File: config.mk
export PLATFORM = sky130hd
export DESIGN_NAME = rm17_lane
export DESIGN_NICKNAME = d
export VERILOG_FILES = /design/src/rm17_pkg.sv /design/src/rm17_lane.sv
export SDC_FILE = /design/constraint.sdc
export NUM_CORES = 2
export LEC_CHECK = 0
export BUFFER_PORTS_ARGS = -buffer_cell sky130_fd_sc_hd__buf_4
export CAP_MARGIN = 30
export CORE_MARGIN = 5
export CORE_UTILIZATION = 60
export CTS_CLUSTER_SIZE = 10
export DETAILED_ROUTE_END_ITERATION = 8
export PLACE_DENSITY = 0.88
export SYNTH_ARGS = -nofsm -noshare
export SYNTH_HDL_FRONTEND = slang
export SYNTH_SLANG_ARGS = --single-unit
File: constraint.sdc
create_clock -name clk -period 17.7 [get_ports clk]
set_input_delay 3.54 -clock clk [delete_from_list [all_inputs] [get_ports clk]]
set_output_delay 3.54 -clock clk [all_outputs]
set_load 0.05 [all_outputs]
File: src/rm17_pkg.sv
// Shared types, constants and functions for the RM(1,7) codec.
`timescale 1ns / 1ps

package rm17_pkg;

    localparam int RM_M   = 7;
    localparam int RM_N   = 128;
    localparam int MSG_W  = 8;
    localparam int HALF_W = 64;
    localparam int LANES  = 8;
    localparam int LANE_N = 16;
    localparam int LIDX_W = 4;
    localparam int LANE_W = 3;
    localparam int VAL_W  = 9;
    localparam int MAG_W  = 8;

    // Pipeline stage numbers
    localparam int ST_X1  = 0;
    localparam int ST_L1  = 3;
    localparam int ST_A1  = 7;
    localparam int ST_M1  = 9;
    localparam int ST_OUT = 10;
    localparam int N_STG  = 11;

    typedef logic signed [VAL_W-1:0] val_t;
    typedef val_t blk_t [LANE_N];
    typedef val_t vec_t [RM_N];

    localparam val_t VAL_P1 = val_t'(1);
    localparam val_t VAL_M1 = val_t'(-1);

    typedef struct packed {
        logic [MAG_W-1:0] mag;
        logic             neg;
        logic [RM_M-1:0]  idx;
    } cand_t;

    typedef struct packed {
        logic             action;
        logic [MSG_W-1:0] msg;
    } side_t;

    localparam logic ACT_ENCODE = 1'b0;
    localparam logic ACT_DECODE = 1'b1;

    // Keep a on ties: a always holds the lower index
    function automatic cand_t pick(cand_t a, cand_t b);
        return (b.mag > a.mag) ? b : a;
    endfunction

    function automatic logic [RM_M-1:0] rev7(logic [RM_M-1:0] v);
        logic [RM_M-1:0] r;
        for (int i = 0; i < RM_M; i++)
        begin
            r[RM_M-1-i] = v[i];
        end
        return r;
    endfunction

    function automatic logic [RM_N-1:0] rm_encode(logic [MSG_W-1:0] msg);
        logic [RM_N-1:0] cw;
        logic [RM_M-1:0] lin;
        logic [RM_M-1:0] jv;
        lin = rev7(msg[RM_M-1:0]);
        for (int j = 0; j < RM_N; j++)
        begin
            jv    = RM_M'(j);
            cw[j] = msg[MSG_W-1] ^ (^(jv & lin));
        end
        return cw;
    endfunction

endpackage

File: src/rm17_lane.sv
// One lane: 16-point Walsh-Hadamard on its block, then a local peak search.
`timescale 1ns / 1ps

module rm17_lane (
    input  logic                        clk,
    input  logic [5:0]                  en,
    input  logic [rm17_pkg::LANE_W-1:0] lane_id,
    input  rm17_pkg::blk_t              blk_in,
    output rm17_pkg::cand_t             best
);
    import rm17_pkg::*;

    blk_t  s_in   [LIDX_W];
    blk_t  s_reg  [LIDX_W];
    blk_t  s_next [LIDX_W];
    cand_t leaf   [LANE_N];
    cand_t a1_reg [4];
    cand_t a1_next[4];
    cand_t a2_reg, a2_next;
    val_t  t_abs;

    always_comb
    begin
        s_in[0] = blk_in;
        for (int k = 1; k < LIDX_W; k++)
        begin
            s_in[k] = s_reg[k-1];
        end
        for (int k = 0; k < LIDX_W; k++)
        begin
            for (int i = 0; i < LANE_N; i++)
            begin
                if ((i & (1 << k)) == 0)
                    s_next[k][i] = s_in[k][i] + s_in[k][i ^ (1 << k)];
                else
                    s_next[k][i] = s_in[k][i ^ (1 << k)] - s_in[k][i];
            end
        end

        // Leaves: magnitude, sign and global index of each spectrum value
        t_abs = '0;
        for (int i = 0; i < LANE_N; i++)
        begin
            t_abs        = s_reg[LIDX_W-1][i][VAL_W-1] ? -s_reg[LIDX_W-1][i]
                                                       : s_reg[LIDX_W-1][i];
            leaf[i].mag  = t_abs[MAG_W-1:0];
            leaf[i].neg  = !(s_reg[LIDX_W-1][i] > 0);
            leaf[i].idx  = {lane_id, LIDX_W'(i)};
        end

        for (int g = 0; g < 4; g++)
        begin
            a1_next[g] = pick(pick(pick(leaf[4*g], leaf[4*g+1]), leaf[4*g+2]),
                              leaf[4*g+3]);
        end
        a2_next = pick(pick(pick(a1_reg[0], a1_reg[1]), a1_reg[2]), a1_reg[3]);
    end

    always_ff @(posedge clk)
    begin
        for (int k = 0; k < LIDX_W; k++)
        begin
            if (en[k])
                s_reg[k] <= s_next[k];
        end
        if (en[4])
            a1_reg <= a1_next;
        if (en[5])
            a2_reg <= a2_next;
    end

    assign best = a2_reg;

endmodule

==> results.yml <==
logic_synthesis:
  synth_xor_area_share_pct: 10.2
  synth_cells: 4199
  synthFlopType: "edfxtp_1"
  synthAdderAreaFrac_pct: 20.2
  synth_top_family_by_area: "adder cells"
  synth-seq-area-share_pct: 40.8
  avgSynthCellArea_um2: 10.3
  synth_area_um2: 43200
  synth_compound_area_share_pct: 12.6
  ys_warn_count: 0
  ys_types: 71
  synth-edff-count: 587
  muxShareOfSynthArea_pct: 1.18
  synth-simple-area-share_pct: 8.62
  synthArstFlopShare_pct: 0
  ys_seq_elements: 587
  synth_nets: 5013
layout:
  final_cell_mix: "697 x inv_1, 596 x ha_1, 587 x edfxtp_1"
  antenna_cells: 0
  nNetsFinal: 5236
  final_layout_size_suffix_gt1_share_pct: 6.47
  largest_reg_flops: 527
  syn_to_final_growth_pct: 10.2
  final_common_cell: "inv_1"
global_route:
  grt_pass1_vias: 30400
  antenna_found_initial: 0
  grt_max_degree: 87
  grt_use_total_pct: 24.6
  grt_overflow: 0
  grt_first_pass_wirelength_um: 155000
worst_hold_path:
  hold_class: "reg -> reg"
setup_path:
  start_kind: "flip-flop"
  crit_top_cell: "a21o_1"
  crit_path_end_kind: "flip-flop"
  worstSetupPathType: "reg -> reg"
  slowest_delay_ps: 900
  cp.arrival_ps: 8510
  worstPathRequired_ps: 18030
  critPathSlowestCell: "edfxtp_1"
  crit_path_max_fanout: 18
floorplan:
  die_area_um2: 77500
  floorplan.initialDensity_pct: 60.5
  ioPinCount: 170
  coreArea_um2: 71500
  die-height_um: 278
  die_w_um: 278
  row_count: 98
clock_tree:
  cts_max_level: 3
  clk_pin_slew_ps: 60
  hold_buffers: 0
  postCtsResizedCells: 0
  clock_latency_ps: 610
  clock-sinks: 587
  clockBufferDepth: 3
  numCtsBuffers: 70
  cts_setup_buffers: 0
  cts-root-buf: "clkbuf_16"
  cts_tree: "done"
timing:
  setup_tns_ps: 0
  fin_crit_sh_pct: 46.2
  max_slew_margin_pct: 31.2
  rsz0062_at_grt: "false"
  finalMaxSlewViolations: 0
  clock.fmax_mhz: 122
  setup_violations: 0
  skew_ps: 20.6
  hold_viol_final: 0
  worstMarginPinSlew_ps: 1030
  final.min_clock_period_ps: 8170
routing:
  ant_nets: 0
  drc_errors: 0
  vias: 30100
  drt_iter0_drc: 1939
  wl_per_cell_um: 18.0
  viasPerCell: 5.59
  first_pass_iters: 6
  drt-total-wl_um: 97200
placed_design:
  io_buffer_count: 169
  place_congestion: 0.938
  place_hpwl_um: 77200
outcome:
  status: "finished, final reports clean"
job:
  maxCapViolCount: 0
==> critical path, delay by kind of cell, from the launching register on <==
family / cells / cell delay (ps)
AOI/OAI and AO/OA: 14 / 3720
xor gates and xnor gates: 1 / 190
adders and majority gates: 4 / 920
buffers and inverters: 5 / 1280
DFF: 1 / 900
muxes: 2 / 600
and+or+nand+nor: 3 / 240
==> layer usage <==
| metal | GRT usage, % | vias up | part of all wire (%) |
|---|---|---|---|
| met5 | 0 | - | 0 |
| met4 | 11.7 | 0 | 5.8 |
| li1 | - | 14700 | - |
| met2 | 43.1 | 934 | 49 |
| met1 | 29.9 | 14200 | 40 |
| met3 | 3.74 | 271 | 5.5 |
==> worst paths after layout <==
check / start / slack (ps) / cells after the start / end
max: s_reg[3][135] / 9530 / 29 / a1_reg[41]
min: a1_reg[4] / 430 / 0 / best[4]
max reg2reg: s_reg[3][135] / 9530 / 29 / a1_reg[41]
min reg2reg: a1_reg[4] / 430 / 0 / best[4]
==> area by class of cell <==
class,count,area [µm²]
Clock buffer,75,1790
Clock inverter,11,126
Fill cell,5014,23900
Inverter,699,2620
Multi-Input combinational cell,2882,22800
Sequential cell,587,17600
Tap cell,950,1190
Timing Repair Buffer,182,1410
==> stage by stage <==
stage / worst slack [ps] / area, µm² / utilization, % / hold slack (ps) / std cells
final: 9530 / 47600 / 66.6 / 425 / 5386
after detailed placement: 9560 / 45600 / 63.8 / 416 / 5298
after global placement: 9310 / 45600 / 63.8 / 401 / 5296
after global routing: 8730 / 47600 / 66.6 / 436 / 5386
after CTS: 9540 / 47600 / 66.5 / 432 / 5384
after floorplan: 10850 / 43200 / - / 400 / 4199
==> cells in the mapped netlist, types with 15 or more instances <==
master	n	area share, %
nor3_1	27	0.31
o21ai_0	184	2.1
o21bai_1	133	2.3
nand2_1	67	0.58
fa_1	64	3.0
nor2_1	383	3.3
nand4_1	15	0.22
nor2b_1	59	0.85
a21o_1	89	1.5
nand2b_1	86	1.2
edfxtp_1	587	41
a21oi_1	350	4.1
xnor2_1	348	7.1
clkbuf_1	26	0.23
mux2i_1	50	1.2
ha_1	596	17
inv_1	697	6.1
o21a_1	19	0.33
xor2_1	156	3.2
and3_1	66	0.96
o31ai_1	22	0.38
nand3_1	27	0.31
==> cell families after synthesis <==
family,Yosys count
xor+xnor,504
compound gates,893
mux,51
buf+inv,730
simple gates,774
fa+ha+maj,660
flops,587
Power is left out: the tool's default activity adds up to more than one toggle a clock period on the data nets, which glitch-free logic cannot reach.
