### src/rm17_pkg.sv
// Shared types, constants and functions for the RM(1,7) codec.
`timescale 1ns / 1ps

package rm17_pkg;

    localparam int RM_M   = 7;
    localparam int RM_N   = 128;
    localparam int MSG_W  = 8;
    localparam int HALF_W = 64;
    localparam int LANES  = 8;
    localparam int LANE_N = 16;
    localparam int LIDX_W = 4;
    localparam int LANE_W = 3;
    localparam int VAL_W  = 9;
    localparam int MAG_W  = 8;

    // Pipeline stage numbers
    localparam int ST_X1  = 0;
    localparam int ST_L1  = 3;
    localparam int ST_A1  = 7;
    localparam int ST_M1  = 9;
    localparam int ST_OUT = 10;
    localparam int N_STG  = 11;

    typedef logic signed [VAL_W-1:0] val_t;
    typedef val_t blk_t [LANE_N];
    typedef val_t vec_t [RM_N];

    localparam val_t VAL_P1 = val_t'(1);
    localparam val_t VAL_M1 = val_t'(-1);

    typedef struct packed {
        logic [MAG_W-1:0] mag;
        logic             neg;
        logic [RM_M-1:0]  idx;
    } cand_t;

    typedef struct packed {
        logic             action;
        logic [MSG_W-1:0] msg;
    } side_t;

    localparam logic ACT_ENCODE = 1'b0;
    localparam logic ACT_DECODE = 1'b1;

    // Keep a on ties: a always holds the lower index
    function automatic cand_t pick(cand_t a, cand_t b);
        return (b.mag > a.mag) ? b : a;
    endfunction

    function automatic logic [RM_M-1:0] rev7(logic [RM_M-1:0] v);
        logic [RM_M-1:0] r;
        for (int i = 0; i < RM_M; i++)
        begin
            r[RM_M-1-i] = v[i];
        end
        return r;
    endfunction

    function automatic logic [RM_N-1:0] rm_encode(logic [MSG_W-1:0] msg);
        logic [RM_N-1:0] cw;
        logic [RM_M-1:0] lin;
        logic [RM_M-1:0] jv;
        lin = rev7(msg[RM_M-1:0]);
        for (int j = 0; j < RM_N; j++)
        begin
            jv    = RM_M'(j);
            cw[j] = msg[MSG_W-1] ^ (^(jv & lin));
        end
        return cw;
    endfunction

endpackage

### src/rm17_xform.sv
// Cross-lane Walsh-Hadamard stages (index bits 4..6), one register per stage.
`timescale 1ns / 1ps

module rm17_xform (
    input  logic                      clk,
    input  logic [2:0]                en,
    input  logic [rm17_pkg::RM_N-1:0] rx,
    output rm17_pkg::vec_t            xo
);
    import rm17_pkg::*;

    vec_t s0;
    vec_t x1_reg, x1_next;
    vec_t x2_reg, x2_next;
    vec_t x3_reg, x3_next;

    always_comb
    begin
        for (int j = 0; j < RM_N; j++)
        begin
            s0[j] = rx[j] ? VAL_M1 : VAL_P1;
        end
        for (int j = 0; j < RM_N; j++)
        begin
            if ((j & LANE_N) == 0)
                x1_next[j] = s0[j] + s0[j ^ LANE_N];
            else
                x1_next[j] = s0[j ^ LANE_N] - s0[j];
        end
        for (int j = 0; j < RM_N; j++)
        begin
            if ((j & (2 * LANE_N)) == 0)
                x2_next[j] = x1_reg[j] + x1_reg[j ^ (2 * LANE_N)];
            else
                x2_next[j] = x1_reg[j ^ (2 * LANE_N)] - x1_reg[j];
        end
        for (int j = 0; j < RM_N; j++)
        begin
            if ((j & (4 * LANE_N)) == 0)
                x3_next[j] = x2_reg[j] + x2_reg[j ^ (4 * LANE_N)];
            else
                x3_next[j] = x2_reg[j ^ (4 * LANE_N)] - x2_reg[j];
        end
    end

    always_ff @(posedge clk)
    begin
        if (en[0])
            x1_reg <= x1_next;
        if (en[1])
            x2_reg <= x2_next;
        if (en[2])
            x3_reg <= x3_next;
    end

    assign xo = x3_reg;

endmodule

### config.mk
export PLATFORM = sky130hd
export DESIGN_NAME = rm17_xform
export DESIGN_NICKNAME = d
export VERILOG_FILES = /design/src/rm17_pkg.sv /design/src/rm17_xform.sv
export SDC_FILE = /design/constraint.sdc
export NUM_CORES = 2
export LEC_CHECK = 0
export BUFFER_PORTS_ARGS = -buffer_cell sky130_fd_sc_hd__buf_2
export CAP_MARGIN = 10
export CORE_MARGIN = 8
export CORE_UTILIZATION = 35
export CTS_CLUSTER_DIAMETER = 80
export DETAILED_ROUTE_END_ITERATION = 6
export SKIP_CTS_REPAIR_TIMING = 1
export SLEW_MARGIN = 15
export SYNTH_ARGS = -nofsm -noshare
export SYNTH_HDL_FRONTEND = slang
export SYNTH_SLANG_ARGS = --single-unit
### constraint.sdc
create_clock -name clk -period 2 [get_ports clk]
set_input_delay 0.1 -clock clk [delete_from_list [all_inputs] [get_ports clk]]
set_output_delay 0.1 -clock clk [all_outputs]
set_load 0.02 [all_outputs]
==> flow_summary.json <==
{
  "antenna_found_initial": 33,
  "worstHoldPathCells": 3,
  "hp-class": "primary input to flop",
  "port_buffers": 1155,
  "fin_crit_ns": 2.13,
  "syn2layout_area_growth_pct": 29.0,
  "cts_tree": "built",
  "setup_viol": 19,
  "fin_worst_skew_ns": 0.0609,
  "ys_warn_count": 0,
  "grt_pass1_wl_um": 445000,
  "grt.overflow.total": 0,
  "rsz0062_at_grt": "true",
  "viasPerCell": 4.46,
  "ant_nets": 0,
  "dpl.hpwl_um": 239000,
  "fin_util": 0.453,
  "setup_tns_ns": -0.696,
  "status": "complete, but fails checks",
  "cts_root_buffer": "clkbuf_16",
  "r2r_end": "xo[1141]$_DFFE_PP_",
  "seq_area_frac_synth": 0.505,
  "critPathArrivalTime_ns": 2.77,
  "die_area_sq_um": 355000,
  "cp.required_ns": 2.64,
  "violations": "negative setup slack",
  "hold_end": "x1_reg[952]$_DFFE_PP_",
  "drc": 0,
  "slew_headroom": 0.573,
  "ys_types": 47,
  "slew_violations": 0,
  "initial_core_util": 0.351,
  "core_sq_um": 336000,
  "reg2reg_from": "x2_reg[271]$_DFFE_PP_",
  "synth_edf_count": 1980,
  "reg2reg_slack_ns": -0.13,
  "clkSinkCount": 1980,
  "vias": 72300,
  "synthFlopType": "edfxtp_1",
  "min-delay-start": "rx[6]",
  "avgSynthCellArea_sq_um": 13.0,
  "setup_ws_ns": -0.133,
  "grt_max_degree": 76,
  "cts_buffer_depth": 4,
  "p_per_area_nw_per_um2": 1130,
  "worst-path-max-fanout": 3,
  "wire_per_inst_um": 18.8,
  "cts.htree.levels": 4,
  "wl_um": 305000,
  "gp_congestion": 0.875,
  "rr_worst_depth": 7,
  "die_x_um": 596,
  "synthArstFlopShare": 0,
  "num_rows": 213,
  "drive_gt1_frac": 0.322,
  "syn_area_sq_um": 118000,
  "drt-pass1-iter-count": 5,
  "grt_usage": 0.160,
  "die_h_um": 596,
  "final_cell_mix": "edfxtp_1, inv_1, buf_4",
  "boundaryPins": 1284,
  "worst_pin_slew_ns": 0.640,
  "synthCells": 9053,
  "grt_pass1_vias": 75200,
  "ir_drop_v": 0.000824,
  "end_kind": "flop",
  "clock.fmax_mhz": 469,
  "nets": 13600,
  "clk_latency_ns": 0.92,
  "path_clk_slew_ns": 0.06,
  "start_kind": "flop",
  "worstSetupPathType": "flop to flop",
  "numCtsBuffers": 235,
  "final_hold_viol_count": 0,
  "drt-initial-drc-count": 3199,
  "cap_viol_max_count": 0,
  "final_common_cell": "edfxtp_1",
  "synth-seq-cells": 1980,
  "largest_reg_flops": 928,
  "p_leak_nw": 66.0,
  "post-route-period-util": 1.07
}
metal layers:
metal	track usage	routed length, um
met5	0	46
met4	0.0565	11600
met3	0.0306	15200
met2	0.289	156000
met1	0.189	122000
report_power, final:
| group | leakage [nW] | switching [mW] | internal [mW] | total (mW) |
|---|---|---|---|---|
| clock network | 3.95 | 18.5 | 26.9 | 45.4 |
| registers | 19.4 | 5.53 | 58.3 | 63.8 |
| logic | 42.7 | 36.0 | 26.4 | 62.4 |
| total | 66.0 | 60.0 | 112 | 172 |
critical path: stages (launching register included):
cell      delay [ns]
edfxtp_1        0.45
ha_4            0.20
fa_2            0.36
nor2b_1         0.17
or3_1           0.31
a31oi_1         0.16
o21bai_1        0.10
xnor2_1         0.14
logic make-up after synthesis:
logic type,share of synthesized area
fa+ha+maj,0.244
simple gates,0.0379
xor+xnor,0.0635
buf+inv,0.0776
flops,0.505
compound gates,0.0698
other cells,0.0000318
mux,0.00305
metrics by stage:
| stage | std cells | area (sq um) | hold WS, ns | setup WS [ns] | power [mW] |
|---|---|---|---|---|---|
| finish | 16200 | 152000 | 0.0975 | -0.133 | 172 |
| global route | 16200 | 152000 | 0.0422 | -0.199 | 181 |
| CTS | 15800 | 144000 | -0.604 | -0.259 | 168 |
| detailed placement | 15400 | 136000 | 0.425 | -0.208 | 122 |
| global placement | 15400 | 136000 | 0.424 | -0.192 | 121 |
| floorplan | 9180 | 119000 | 0.212 | -0.123 | 96.3 |
cell type report:
| type | count | area [sq um] |
|---|---|---|
| fillers | 29700 | 184000 |
| flip-flops and latches | 1980 | 59500 |
| multi-input cells | 5029 | 54300 |
| repair buffers | 2626 | 17900 |
| inverters | 1711 | 6570 |
| clock buffers | 261 | 6020 |
| well taps | 4407 | 5510 |
| clock inverters | 180 | 2210 |
| diodes | 19 | 47.5 |
worst max path at each step:
stage	start	to	slack [ns]
floorplan	x1_reg[178]$_DFFE_PP_	x2_reg[462]$_DFFE_PP_	-0.12
global placement	x2_reg[651]$_DFFE_PP_	xo[80]$_DFFE_PP_	-0.19
detailed placement	x2_reg[651]$_DFFE_PP_	xo[80]$_DFFE_PP_	-0.21
CTS	x2_reg[651]$_DFFE_PP_	xo[80]$_DFFE_PP_	-0.26
global route	x2_reg[118]$_DFFE_PP_	xo[700]$_DFFE_PP_	-0.20
finish	x2_reg[271]$_DFFE_PP_	xo[1141]$_DFFE_PP_	-0.13
cell usage after synthesis (16+ instances only):
master	number	area [sq um]
or4_1	29	218
nand2_1	166	623
buf_4	245	1840
mux2_2	31	349
nand2b_1	71	444
nand3_1	21	105
o21ai_0	162	811
inv_1	1707	6410
nor2b_1	110	688
a31oi_1	61	382
fa_1	676	13500
xnor2_1	507	4440
a21oi_1	412	2060
o31a_1	17	149
ha_1	1213	15200
a41oi_1	19	166
buf_1	22	82.6
o21bai_1	159	1190
clkbuf_1	134	503
nor2_1	320	1200
edfxtp_1	1980	59500
a221oi_2	53	796
or2_2	16	100
o21a_1	115	863
buf_2	59	295
o21ba_2	31	310
xor2_1	347	3040
a21o_1	96	721
o31ai_1	59	443
or3_1	16	100
nor3_1	68	340
nor3b_1	29	218
nor4_1	29	181
No activity file was read; power rests on OpenSTA's default activity.
