--- src/rm17_pkg.sv ---
// Shared types, constants and functions for the RM(1,7) codec.
`timescale 1ns / 1ps

package rm17_pkg;

    localparam int RM_M   = 7;
    localparam int RM_N   = 128;
    localparam int MSG_W  = 8;
    localparam int HALF_W = 64;
    localparam int LANES  = 8;
    localparam int LANE_N = 16;
    localparam int LIDX_W = 4;
    localparam int LANE_W = 3;
    localparam int VAL_W  = 9;
    localparam int MAG_W  = 8;

    // Pipeline stage numbers
    localparam int ST_X1  = 0;
    localparam int ST_L1  = 3;
    localparam int ST_A1  = 7;
    localparam int ST_M1  = 9;
    localparam int ST_OUT = 10;
    localparam int N_STG  = 11;

    typedef logic signed [VAL_W-1:0] val_t;
    typedef val_t blk_t [LANE_N];
    typedef val_t vec_t [RM_N];

    localparam val_t VAL_P1 = val_t'(1);
    localparam val_t VAL_M1 = val_t'(-1);

    typedef struct packed {
        logic [MAG_W-1:0] mag;
        logic             neg;
        logic [RM_M-1:0]  idx;
    } cand_t;

    typedef struct packed {
        logic             action;
        logic [MSG_W-1:0] msg;
    } side_t;

    localparam logic ACT_ENCODE = 1'b0;
    localparam logic ACT_DECODE = 1'b1;

    // Keep a on ties: a always holds the lower index
    function automatic cand_t pick(cand_t a, cand_t b);
        return (b.mag > a.mag) ? b : a;
    endfunction

    function automatic logic [RM_M-1:0] rev7(logic [RM_M-1:0] v);
        logic [RM_M-1:0] r;
        for (int i = 0; i < RM_M; i++)
        begin
            r[RM_M-1-i] = v[i];
        end
        return r;
    endfunction

    function automatic logic [RM_N-1:0] rm_encode(logic [MSG_W-1:0] msg);
        logic [RM_N-1:0] cw;
        logic [RM_M-1:0] lin;
        logic [RM_M-1:0] jv;
        lin = rev7(msg[RM_M-1:0]);
        for (int j = 0; j < RM_N; j++)
        begin
            jv    = RM_M'(j);
            cw[j] = msg[MSG_W-1] ^ (^(jv & lin));
        end
        return cw;
    endfunction

endpackage

--- src/rm17_merge.sv ---
// Merges the lane peaks and forms the result register (decode or encode).
`timescale 1ns / 1ps

module rm17_merge (
    input  logic                      clk,
    input  logic [1:0]                en,
    input  rm17_pkg::cand_t           lane_best [rm17_pkg::LANES],
    input  rm17_pkg::side_t           side,
    output logic [rm17_pkg::MSG_W-1:0] decoded,
    output logic [rm17_pkg::RM_N-1:0]  codeword
);
    import rm17_pkg::*;

    cand_t            m1_reg [2];
    cand_t            m1_next[2];
    cand_t            fin;
    logic [MSG_W-1:0] dec_reg, dec_next;
    logic [RM_N-1:0]  cw_reg, cw_next;

    always_comb
    begin
        m1_next[0] = pick(pick(pick(lane_best[0], lane_best[1]), lane_best[2]),
                          lane_best[3]);
        m1_next[1] = pick(pick(pick(lane_best[4], lane_best[5]), lane_best[6]),
                          lane_best[7]);
        fin        = pick(m1_reg[0], m1_reg[1]);
        if (side.action == ACT_DECODE)
        begin
            dec_next = {fin.neg, rev7(fin.idx)};
            cw_next  = '0;
        end
        else
        begin
            dec_next = '0;
            cw_next  = rm_encode(side.msg);
        end
    end

    always_ff @(posedge clk)
    begin
        if (en[0])
            m1_reg <= m1_next;
        if (en[1])
        begin
            dec_reg <= dec_next;
            cw_reg  <= cw_next;
        end
    end

    assign decoded  = dec_reg;
    assign codeword = cw_reg;

endmodule

--- config.mk ---
export PLATFORM = sky130hd
export DESIGN_NAME = rm17_merge
export DESIGN_NICKNAME = d
export VERILOG_FILES = /design/src/rm17_pkg.sv /design/src/rm17_merge.sv
export SDC_FILE = /design/constraint.sdc
export NUM_CORES = 1
export LEC_CHECK = 0
export BUFFER_PORTS_ARGS = -buffer_cell sky130_fd_sc_hd__clkbuf_2
export CORE_MARGIN = 3
export CORE_UTILIZATION = 53
export DETAILED_ROUTE_END_ITERATION = 8
export HOLD_SLACK_MARGIN = 0.02
export PLACE_DENSITY_LB_ADDON = 0.05
export SLEW_MARGIN = 0
export SYNTH_ARGS = -nofsm -noshare
export SYNTH_HDL_FRONTEND = slang
export SYNTH_SLANG_ARGS = --single-unit
--- constraint.sdc ---
create_clock -name clk -period 8.1 [get_ports clk]
set_clock_uncertainty 0.1 [all_clocks]
set_input_delay 0.81 -clock clk [delete_from_list [all_inputs] [get_ports clk]]
set_output_delay 0.81 -clock clk [all_outputs]
set_load 0.02 [all_outputs]
==> summary.txt <==
setup TNS = 0 ns
CTS tree = yes
antenna violations before repair = 0
CTS Sinks = 168
Setup crit end = m1_reg[22]
leading cell types in the layout, fill and taps excluded = 273 x clkbuf_2, 168 x edfxtp_1, 147 x nor2_1
clk root buf = clkbuf_16
combinational power share = 33.1%
Worst R2R End = decoded[1]
CP Max Fanout = 24
status = finished clean
Total Die Area = 0.0204 mm²
Slew headroom = 24.5%
Yosys Warn Count = 0
# H-tree levels = 4
Synth Flop Type = edfxtp_1
Die W = 143 µm
Syn Nets = 1078
post-synthesis register bit count = 168
Fillers = 1482
share of power burned in registers = 39.2%
pin count of the biggest net entering global routing = 77
FF-to-FF path depth = 8
first-pass GRT wire length = 36700 µm
HP Class = reg -> reg
Num CTS Buffers = 17
RePlAce Congestion = 0.867
net switching power figure = 1.01 mW
Hold-fix buffers, CTS = 0
Worst-path clk slew = 0.07 ns
Power Total = 3.05 mW
clock group share of total power = 27.7%
RR Startpoint = m1_reg[9]
DR vias = 7422
Synth Instances = 884
Avg WL per Cell = 17.2 µm
worst path arrival time = 7.07 ns
Int Power = 2.03 mW
fraction of layout cells with a size suffix above 1 = 31.4%
Net Sw Frac = 33.2%
cell row count = 49
number of synthesized flops with an enable pin = 168
Avg Inst Size Synth = 11.2 µm²
worst-skew pair later-pin latency = 0.43 ns
FFs w/ async S/R, synth = 0%
max reg flops = 128
critical path type = in -> reg
crit path launch = lane_best[121]
Startpoint Class = primary input
number of remaining DRC errors = 0
post-layout util = 66.8%
minimum clock period = 6.94 ns
commonest non-fill, non-tap cell in the layout = clkbuf_2
required time worst endpoint = 8.24 ns
reg2reg setup slack = 5.85 ns
total global routing track utilization = 23.2%
Worst VDD drop = 0.153 mV
Max Transition Viols Final = 0
Post-CTS Setup Bufs = 0
area grow syn2layout = 22.4%
Post-Syn Area = 0.00994 mm²
Fmax achieved = 144 MHz
Die Ht = 143 µm
Final HPWL DP = 17700 µm
Antenna Nets Post-Route = 0
Critical Path End Type = flop
count of final hold-check violations = 0
Setup-failing EPs final = 0
Routed WL = 23800 µm
total grt overflow = 0
Initial Util = 54.6%
RSZ-0062 raised after global routing = no
vias in the first global route = 7192
Slew @ Worst Pin = 1.13 ns
post-synthesis sequential area ratio = 50.7%
hold depth = 2
Power per Cell Area = 250 mW/mm²
Netlist cell types = 57
number of port buffers = 275
nets = 1335
Final Cycle Share = 85.6%
Resize count post-CTS = 0
Pre-antenna DRT Iters = 4
Initial DRC Count = 501
Std-Cell Core Area = 0.0182 mm²
Leak = 5.23 nW
Max-cap violations = 0
antenna cells = 0
DR vias/cell = 5.37
I/O pin count = 276
Clock Path Buffers = 2
## critical path: stages
cell	delay (ns)
clkbuf_2	0.09
inv_1	0.06
ha_1	0.29
nor2b_1	0.14
o211a_1	0.23
o21a_1	0.22
o21ai_2	0.33
buf_4	0.28
mux2i_1	0.30
ha_1	0.31
a21oi_1	0.17
o21a_1	0.16
o21ai_0	0.13
a32o_1	0.27
a31o_2	0.32
or3_1	0.76
mux2i_1	0.31
ha_1	0.26
nor2b_1	0.13
o21a_1	0.16
o21a_1	0.16
o21ai_0	0.28
a21o_1	0.50
o311ai_0	0.26
o311ai_1	0.14
## final cells by class
| type | count | area (µm²) | share of cell area [%] |
|---|---|---|---|
| flip-flops and latches | 168 | 5040 | 41.5 |
| multi-input cells | 616 | 4540 | 37.3 |
| repair buffers | 292 | 1510 | 12.4 |
| clock buffers | 18 | 429 | 3.53 |
| well taps | 229 | 287 | 2.35 |
| clock inverters | 14 | 185 | 1.52 |
| inverters | 46 | 173 | 1.42 |
## worst min-delay path by stage
stage	from	to	slack [ns]
6_report	m1_reg[7]	decoded[7]	0.51
5_1_grt	lane_best[71]	m1_reg[23]	0.57
4_1_cts	m1_reg[7]	decoded[7]	0.52
3_5_place_dp	m1_reg[0]	decoded[6]	0.50
3_3_place_gp	m1_reg[0]	decoded[6]	0.50
2_1_floorplan	m1_reg[6]	decoded[0]	0.47
## cell usage after synthesis (2+ instances only)
master	number	share of area (%)
clkbuf_1	38	1.4
o311ai_1	7	0.62
buf_1	2	0.076
buf_2	11	0.55
o21ai_1	3	0.15
buf_6	2	0.23
mux2i_1	28	2.8
o21ai_0	16	0.81
nor4_1	16	1.0
mux2_2	18	2.0
a21oi_1	22	1.1
nand4_1	7	0.44
edfxtp_1	168	51
ha_1	54	6.8
and2_1	4	0.25
o311ai_2	3	0.49
inv_1	45	1.7
a21o_1	9	0.68
xor2_1	35	3.1
a211oi_2	2	0.25
and4_1	3	0.26
and3_1	3	0.19
o311ai_0	20	1.8
o211ai_1	2	0.15
nand2_1	24	0.91
nor2_1	147	5.5
nor2b_1	21	1.3
xnor2_2	3	0.49
nand3_1	15	0.75
xnor2_1	103	9.1
or3_1	2	0.13
o21a_1	10	0.75
a211oi_1	17	1.3
## logic make-up (layout without fill, tap and decap cells)
family | Yosys count | in the layout | share of synthesized area, %
mux | 47 | 47 | 5.01
fa+ha+maj | 54 | 54 | 6.80
buf+inv | 100 | 370 | 4.10
xor+xnor | 141 | 141 | 12.6
compound gates | 123 | 123 | 9.17
simple gates | 251 | 251 | 11.5
flops | 168 | 168 | 50.7
## power groups by stage
stage                     Combinational, mW  Sequential, mW  Clock (mW)
after detailed placement               1.01            1.21           0
after CTS                              1.02            1.20       0.858
after global routing                   1.12            1.20       0.892
final                                  1.01            1.19       0.845
after global placement                0.998            1.21           0
after floorplan                       0.614            1.31           0
## routing by layer
metal	share of wire (%)	routed length (µm)	GRT usage, %
met4	2.7	647	7.70
met5	0	0	0
met3	5.5	1310	4.76
met1	40	9530	28.4
met2	52	12300	41.0
## metrics by stage
| stage | instances | hold WS, ns | setup WS [ns] | cell area (µm²) |
|---|---|---|---|---|
| after detailed placement | 1351 | 0.500 | 0.772 | 11600 |
| after floorplan | 884 | 0.473 | 1.58 | 9940 |
| after global placement | 1351 | 0.495 | 0.974 | 11600 |
| final | 1383 | 0.511 | 1.16 | 12200 |
| after global routing | 1383 | 0.573 | 0.627 | 12200 |
| after CTS | 1383 | 0.517 | 1.24 | 12200 |
Note: power is estimated with default switching activity, not from simulation.
